==> src/opa_pkg.sv <==
// ----------------------------------------------------------------------------
// OKLab pixel adjuster package
// Shared widths, matrix coefficients, mode and register codes, and the sRGB
// decode and encode tables, which are built at elaboration.
// ----------------------------------------------------------------------------
`timescale 1ns / 1ps
`default_nettype none

package opa_pkg;

	localparam int CW       = 20;  // matrix coefficient width, signed Q.16
	localparam int LIN_W    = 17;  // linear and LMS values, Q0.16, 0..65536
	localparam int LAB_W    = 20;  // Lab values straight out of the forward matrix
	localparam int LABC_W   = 18;  // Lab values after the Q2.16 saturation
	localparam int FAC_W    = 16;  // factor, signed Q2.14
	localparam int CH_W     = 8;   // one sRGB channel
	localparam int CFG_IDX_W  = 3;
	localparam int CFG_DATA_W = 16;

	// Cube root: bits of the root resolved per pipeline stage.
	localparam int CBRT_BPS  = 2;
	localparam int CBRT_LAT  = (LIN_W + CBRT_BPS - 1) / CBRT_BPS + 1;
	localparam int TOLAB_LAT = 3 + CBRT_LAT + 2;
	localparam int ADJ_LAT   = 3;
	localparam int TORGB_LAT = 10;
	localparam int PIPE_LAT  = TOLAB_LAT + ADJ_LAT + TORGB_LAT;

	typedef logic signed [CW-1:0] coef_t;
	typedef coef_t mat_t [3][3];

	localparam mat_t FWD_LMS = '{
		'{20'sd27015, 20'sd35149, 20'sd3372},
		'{20'sd13887, 20'sd44610, 20'sd7039},
		'{20'sd5787, 20'sd18463, 20'sd41286}};
	localparam mat_t FWD_LAB = '{
		'{20'sd13792, 20'sd52011, -20'sd267},
		'{20'sd129630, -20'sd159160, 20'sd29530},
		'{20'sd1698, 20'sd51300, -20'sd52998}};
	localparam mat_t INV_LMS = '{
		'{20'sd65536, 20'sd25974, 20'sd14143},
		'{20'sd65536, -20'sd6918, -20'sd4185},
		'{20'sd65536, -20'sd5864, -20'sd84639}};
	localparam mat_t INV_RGB = '{
		'{20'sd267173, -20'sd216774, 20'sd15137},
		'{-20'sd83128, 20'sd171033, -20'sd22369},
		'{-20'sd275, -20'sd46099, 20'sd111910}};

	typedef enum logic [2:0] {
		MODE_LIGHTER = 3'd0,
		MODE_DARKER  = 3'd1,
		MODE_SCALE   = 3'd2,
		MODE_TINT    = 3'd3,
		MODE_SAT     = 3'd4
	} mode_t;

	typedef enum logic [CFG_IDX_W-1:0] {
		CFG_MODE       = 3'd0,
		CFG_FACTOR     = 3'd1,
		CFG_TINT_RED   = 3'd2,
		CFG_TINT_GREEN = 3'd3,
		CFG_TINT_BLUE  = 3'd4
	} cfg_idx_t;

	typedef logic [LIN_W-1:0] tab_t [256];

	// Fifth power in Q24 with truncating multiplies.
	function automatic longint unsigned pow5_q24(input longint unsigned r);
		longint unsigned p;
		p = (r * r) >> 24;
		p = (p * r) >> 24;
		p = (p * r) >> 24;
		return (p * r) >> 24;
	endfunction

	// One entry of the sRGB decode curve, linear light in Q0.16.
	function automatic logic [LIN_W-1:0] dec_entry(input int unsigned c);
		longint unsigned cc, t, lo, hi, mid, u, l24;
		cc = 64'(c);
		lo = 64'd0;
		hi = 64'd1 << 24;
		if (c <= 10)
			return LIN_W'((cc * 64'd6553600 + 64'd164730) / 64'd329460);
		t = ((cc * 64'd1000 + 64'd14025) << 24) / 64'd269025;
		while (lo < hi) begin
			mid = (lo + hi + 64'd1) >> 1;
			if (pow5_q24(mid) <= t)
				lo = mid;
			else
				hi = mid - 64'd1;
		end
		u = (t * lo) >> 24;
		l24 = (u * u) >> 24;
		return LIN_W'((l24 + 64'd128) >> 8);
	endfunction

	function automatic tab_t build_dec();
		tab_t d;
		for (int c = 0; c < 256; c++)
			d[c] = dec_entry(c);
		return d;
	endfunction

	// Encode thresholds: midpoints between neighbouring decode entries.
	function automatic tab_t build_thr();
		tab_t d;
		tab_t t;
		d = build_dec();
		t[0] = '0;
		for (int k = 1; k < 256; k++)
			t[k] = LIN_W'((18'(d[k-1]) + 18'(d[k]) + 18'd1) >> 1);
		return t;
	endfunction

	localparam tab_t DEC_TAB = build_dec();
	localparam tab_t ENC_THR = build_thr();

endpackage

`default_nettype wire

==> src/opa_adjust.sv <==
// ----------------------------------------------------------------------------
// Lab adjustment
// Applies the configured lightness, tint or saturation change and saturates
// the result to Q2.16.
// ----------------------------------------------------------------------------
`timescale 1ns / 1ps
`default_nettype none

module opa_adjust (
	input  logic                              clk,
	input  logic                              en,
	input  opa_pkg::mode_t                    mode,
	input  logic signed [opa_pkg::FAC_W-1:0]  factor,
	input  logic signed [opa_pkg::LAB_W-1:0]  lab [3],
	input  logic signed [opa_pkg::LAB_W-1:0]  tint_a,
	input  logic signed [opa_pkg::LAB_W-1:0]  tint_b,
	output logic signed [opa_pkg::LABC_W-1:0] lab_adj [3]
);
	localparam int OW = opa_pkg::LAB_W + 1;
	localparam int MW = 18;
	localparam int PW = OW + MW;
	localparam int VW = PW - 13;

	logic signed [MW-1:0] f_ext, one, m_l, m_ab;
	logic signed [OW-1:0] op_l, op_a, op_b;
	logic signed [opa_pkg::LAB_W-1:0] base_a, base_b;
	logic lcl;

	logic signed [MW-1:0] m_l_s1, m_ab_s1;
	logic signed [OW-1:0] op_s1 [3];
	logic signed [opa_pkg::LAB_W-1:0] base_a_s1, base_b_s1;
	logic lcl_s1;

	logic signed [PW-1:0] p_s2 [3];
	logic signed [opa_pkg::LAB_W-1:0] base_s2 [3];
	logic lcl_s2;

	logic signed [VW-1:0] v [3];
	logic signed [opa_pkg::LABC_W-1:0] lab_s3 [3];

	// Every path is v = base + round(op * m / 2^14); pass-through uses m = 1.0.
	always_comb begin
		f_ext  = MW'(factor);
		one    = MW'(16384);
		m_l    = one;
		m_ab   = one;
		op_l   = OW'(lab[0]);
		op_a   = OW'(lab[1]);
		op_b   = OW'(lab[2]);
		base_a = '0;
		base_b = '0;
		lcl    = 1'b0;
		case (mode)
			opa_pkg::MODE_LIGHTER: begin
				m_l = one + f_ext;
				lcl = 1'b1;
			end
			opa_pkg::MODE_DARKER: begin
				m_l = one - f_ext;
				lcl = 1'b1;
			end
			opa_pkg::MODE_SCALE: begin
				m_l = f_ext;
				lcl = 1'b1;
			end
			opa_pkg::MODE_TINT: begin
				m_ab   = f_ext;
				op_a   = OW'(tint_a) - OW'(lab[1]);
				op_b   = OW'(tint_b) - OW'(lab[2]);
				base_a = lab[1];
				base_b = lab[2];
			end
			opa_pkg::MODE_SAT: begin
				m_ab = one - f_ext;
			end
			default: ;
		endcase
	end

	always_comb begin
		for (int i = 0; i < 3; i++) begin
			v[i] = VW'((p_s2[i] + PW'(8192)) >>> 14) + VW'(base_s2[i]);
			if (lcl_s2 && i == 0) begin
				if (v[i] < 0)
					v[i] = '0;
				else if (v[i] > VW'(65536))
					v[i] = VW'(65536);
			end
			if (v[i] > VW'(131071))
				v[i] = VW'(131071);
			else if (v[i] < -VW'(131072))
				v[i] = -VW'(131072);
		end
	end

	always_ff @(posedge clk) begin
		if (en) begin
			m_l_s1    <= m_l;
			m_ab_s1   <= m_ab;
			op_s1[0]  <= op_l;
			op_s1[1]  <= op_a;
			op_s1[2]  <= op_b;
			base_a_s1 <= base_a;
			base_b_s1 <= base_b;
			lcl_s1    <= lcl;

			p_s2[0]    <= op_s1[0] * m_l_s1;
			p_s2[1]    <= op_s1[1] * m_ab_s1;
			p_s2[2]    <= op_s1[2] * m_ab_s1;
			base_s2[0] <= '0;
			base_s2[1] <= base_a_s1;
			base_s2[2] <= base_b_s1;
			lcl_s2     <= lcl_s1;

			for (int i = 0; i < 3; i++)
				lab_s3[i] <= v[i][opa_pkg::LABC_W-1:0];
		end
	end

	assign lab_adj = lab_s3;
endmodule

`default_nettype wire

==> config.mk <==
export PLATFORM = sky130hd
export DESIGN_NAME = opa_adjust
export DESIGN_NICKNAME = d
export VERILOG_FILES = /design/src/opa_pkg.sv /design/src/opa_adjust.sv
export SDC_FILE = /design/constraint.sdc
export NUM_CORES = 2
export LEC_CHECK = 0
export BUFFER_PORTS_ARGS = -buffer_cell sky130_fd_sc_hd__buf_2
export CORE_MARGIN = 8
export CORE_UTILIZATION = 70
export CTS_CLUSTER_DIAMETER = 40
export CTS_CLUSTER_SIZE = 30
export DETAILED_ROUTE_END_ITERATION = 16
export PLACE_DENSITY = 0.88
export SLEW_MARGIN = 20
export SYNTH_ARGS = -nofsm -noshare
export SYNTH_HDL_FRONTEND = slang
export SYNTH_SLANG_ARGS = --single-unit
==> constraint.sdc <==
create_clock -name clk -period 14.3 [get_ports clk]
set_clock_uncertainty 0.1 [all_clocks]
set_input_delay 2.145 -clock clk [delete_from_list [all_inputs] [get_ports clk]]
set_output_delay 2.145 -clock clk [all_outputs]
set_load 0.01 [all_outputs]
==> run metrics <==
# IOs about 180; Top cell by count, worst path fa_1; worst hold endpoint base_s2[0][21]$_DFFE_PP_; setup_tns 0 ps; Hold Violations, Final 0; dpl hpwl around 110 mm; final setup vio count 0; CTS Buf Count 56; syn nets ~7500; top_reg_cell synth edfxtp_1; CTS tree built; die area approximately 90000 sq um; Slowest cell on crit path edfxtp_1; Area contributors post-synth fa_1 (40%), edfxtp_1 (17%), inv_1 (8.9%); RR Endpoint p_s2[0][74]$_DFFE_PP_; Tmin final 7900 ps; HP Start base_a_s1[1]$_SDFFCE_PP0P_; initial core utilization 0.703; num rows 104; CP Data Required Time approximately 15000 ps; # H-tree levels 2; largest net degree at the start of global routing ~150; Max Slew Vio Count 0; Reg clk slew, reported paths around 60 ps; Post-Syn Instances between 5000 and 6000; Post-CTS Resized 0; Worst Path Buf+Inv 4; CP Launch Type flip-flop; IO buf count around 170; peak fanout along the critical path 22; Sink Count 310; Die Wd 300 um; Post-synth EDFFs a little over 300; Synth warnings 0; Tcrit/Tclk final 0.552; vias per inst between 5 and 6; status finished, final reports clean; First DRT Iteration DRCs a little under 4000; cts hold-fix bufs 0; vias in the first global route 45400; nets about 7600; max cap viols 0; synth unique cells 80; worst slew pin tran roughly 1100 ps; dpl ws ~6500 ps; WL final between 100 and 150 mm; Final ANT Viol Nets 0; most common cell in the netlist inv_1; Cell Area, Synth approximately 56000 sq um; cell taking the most area after synthesis fa_1; die height roughly 300 um; routability cong. approximately 0.9; f_max between 100 and 150 MHz; sequential cell area fraction in the yosys report 0.165; worst path arrival time between 8000 and 9000 ps; CP endpoint kind flip-flop; Post-CTS Setup Bufs 0; Hold WC Path Type reg2reg; CTS root buffer clkbuf_16; CORE AREA approximately 80000 sq um; DRT Pass-1 Iters 7; deepest clock path buffer count 3; final setup margin 6400 ps; Via Count ~41000; synth cell count leaders inv_1 (1343), fa_1 (1124), nand2_1 (796), and2_1 (391), ha_1 (375); initial antenna violation count 10; Yosys reg bits 310; Routed WL per cell roughly 20 um; Slew Limit Headroom 0.241; async set-or-reset flop fraction in the synthesized netlist 0; Clock Latency Late Sink around 660 ps; r2r startpoint m_ab_s1[7]$_DFFE_PP_; R2R depth 22; Hold Path Depth 0; Synth top area share 0.399; layout cells sized above 1 0.0566; DR DRC count 0; Area growth, synth to finish 6.10%; Total Routing Usage GR 0.314; R2R setup slack around 6400 ps; hold_ws between 300 and 400 ps; slowest cell delay on critical path around 800 ps; critical path type reg2reg; post-synthesis average cell area ~9.5 sq um; Cell Chain, Critical Path buf_4 -> nand2_1 -> fa_1 -> inv_1 -> fa_1 -> fa_1 -> inv_1 -> fa_1 -> inv_1 -> fa_1 -> fa_1 -> ha_1 -> a21o_1 -> a21o_1 -> a21oi_1 -> o21ai_0 -> a211oi_1 -> a21oi_1 -> a211oi_1 -> o21bai_1 -> a211oi_1 -> a211oi_1; RSZ-0062 raised after global routing false; first-pass GRT wire length approximately 230 mm; total grt overflow 0; CP delay by family, top adder cells
-- area by class of cell --
cell class | count | area, sq um
multi-input combinational | 4023 | 41100
fill | 5168 | 20300
sequential | 310 | 9310
inverter | 1343 | 5040
clock buffer | 56 | 1400
tap | 1060 | 1330
timing repair buffer | 203 | 1110
clock inverter | 50 | 537
antenna | 6 | 15.0
-- layout by cell type, fill, tap and decap left out, types with 7 or more instances in the layout --
master and instances:
o21ai_1 24, a31oi_1 12, or3_1 20, a211oi_1 21
a21oi_1 124, a211o_1 9, nor2b_1 83, o211ai_1 12
inv_1 1343, ha_1 375, nand4_1 19, clkinv_2 9
nand2b_1 30, o21ai_0 144, fa_1 1124, o21a_1 40
a21o_1 42, inv_6 11, a22oi_1 7, nor2_1 199
clkinvlp_4 8, and2_1 391, nand3_1 73, o31ai_1 23
a22o_1 7, edfxtp_1 310, xnor2_1 149, nor4_1 7
nor3_1 64, and3_1 39, buf_2 173, buf_4 28
clkbuf_16 56, and4_1 9, xor2_1 63, nand2_1 796
o21bai_1 12
-- metal layers --
metal | track usage | part of all wire
met5 | 0 | 0.00026
met4 | 0.136 | 0.048
met3 | 0.0727 | 0.099
met2 | 0.536 | 0.50
met1 | 0.384 | 0.36
-- sequential cells by signal (all words and copies together) (netlist names), 17 cells and up --
| signal | cells |
|---|---|
| m_ab_s1 | 17 |
| p_s2 | 78 |
| base_s2 | 40 |
| op_s1 | 62 |
| base_b_s1 | 20 |
| base_a_s1 | 20 |
| lab_adj | 54 |
| m_l_s1 | 17 |
-- stage by stage --
stage,utilization,instances,instance area [sq um]
floorplan,-,5924,56400
finish,0.746,7051,59800
global route,0.746,7049,59800
detailed placement,0.722,6939,57900
CTS,0.746,7045,59800
global placement,0.722,6939,57900
-- worst max path at each step --
stage / from / end / slack, ps / depth (start not counted)
3_3_place_gp: m_ab_s1[7]$_DFFE_PP_ / p_s2[0][77]$_DFFE_PP_ / 6720 / 22
6_report: m_ab_s1[7]$_DFFE_PP_ / p_s2[0][74]$_DFFE_PP_ / 6400 / 22
4_1_cts: m_ab_s1[7]$_DFFE_PP_ / p_s2[0][77]$_DFFE_PP_ / 6510 / 22
3_5_place_dp: m_ab_s1[7]$_DFFE_PP_ / p_s2[0][77]$_DFFE_PP_ / 6530 / 22
5_1_grt: m_ab_s1[7]$_DFFE_PP_ / p_s2[0][74]$_DFFE_PP_ / 6120 / 22
2_1_floorplan: op_s1[0][11]$_DFFE_PP_ / p_s2[0][37]$_DFFE_PP_ / 7680 / 23
-- kinds of logic (layout without fill, tap and decap cells) --
family / after synthesis / after routing / synth area share
and+or+nand+nor: 1767 / 1767 / 0.151
buffers and inverters: 1591 / 1652 / 0.107
adders and majority gates: 1499 / 1499 / 0.482
AOI/OAI and AO/OA: 539 / 539 / 0.0612
DFF: 310 / 310 / 0.165
xor gates and xnor gates: 212 / 212 / 0.0329
muxes: 6 / 6 / 0.00115
other: 0 / 6 / 0
Power is not shown: default switching activity piles up to over one toggle a cycle in this logic, so the estimate is an artifact.
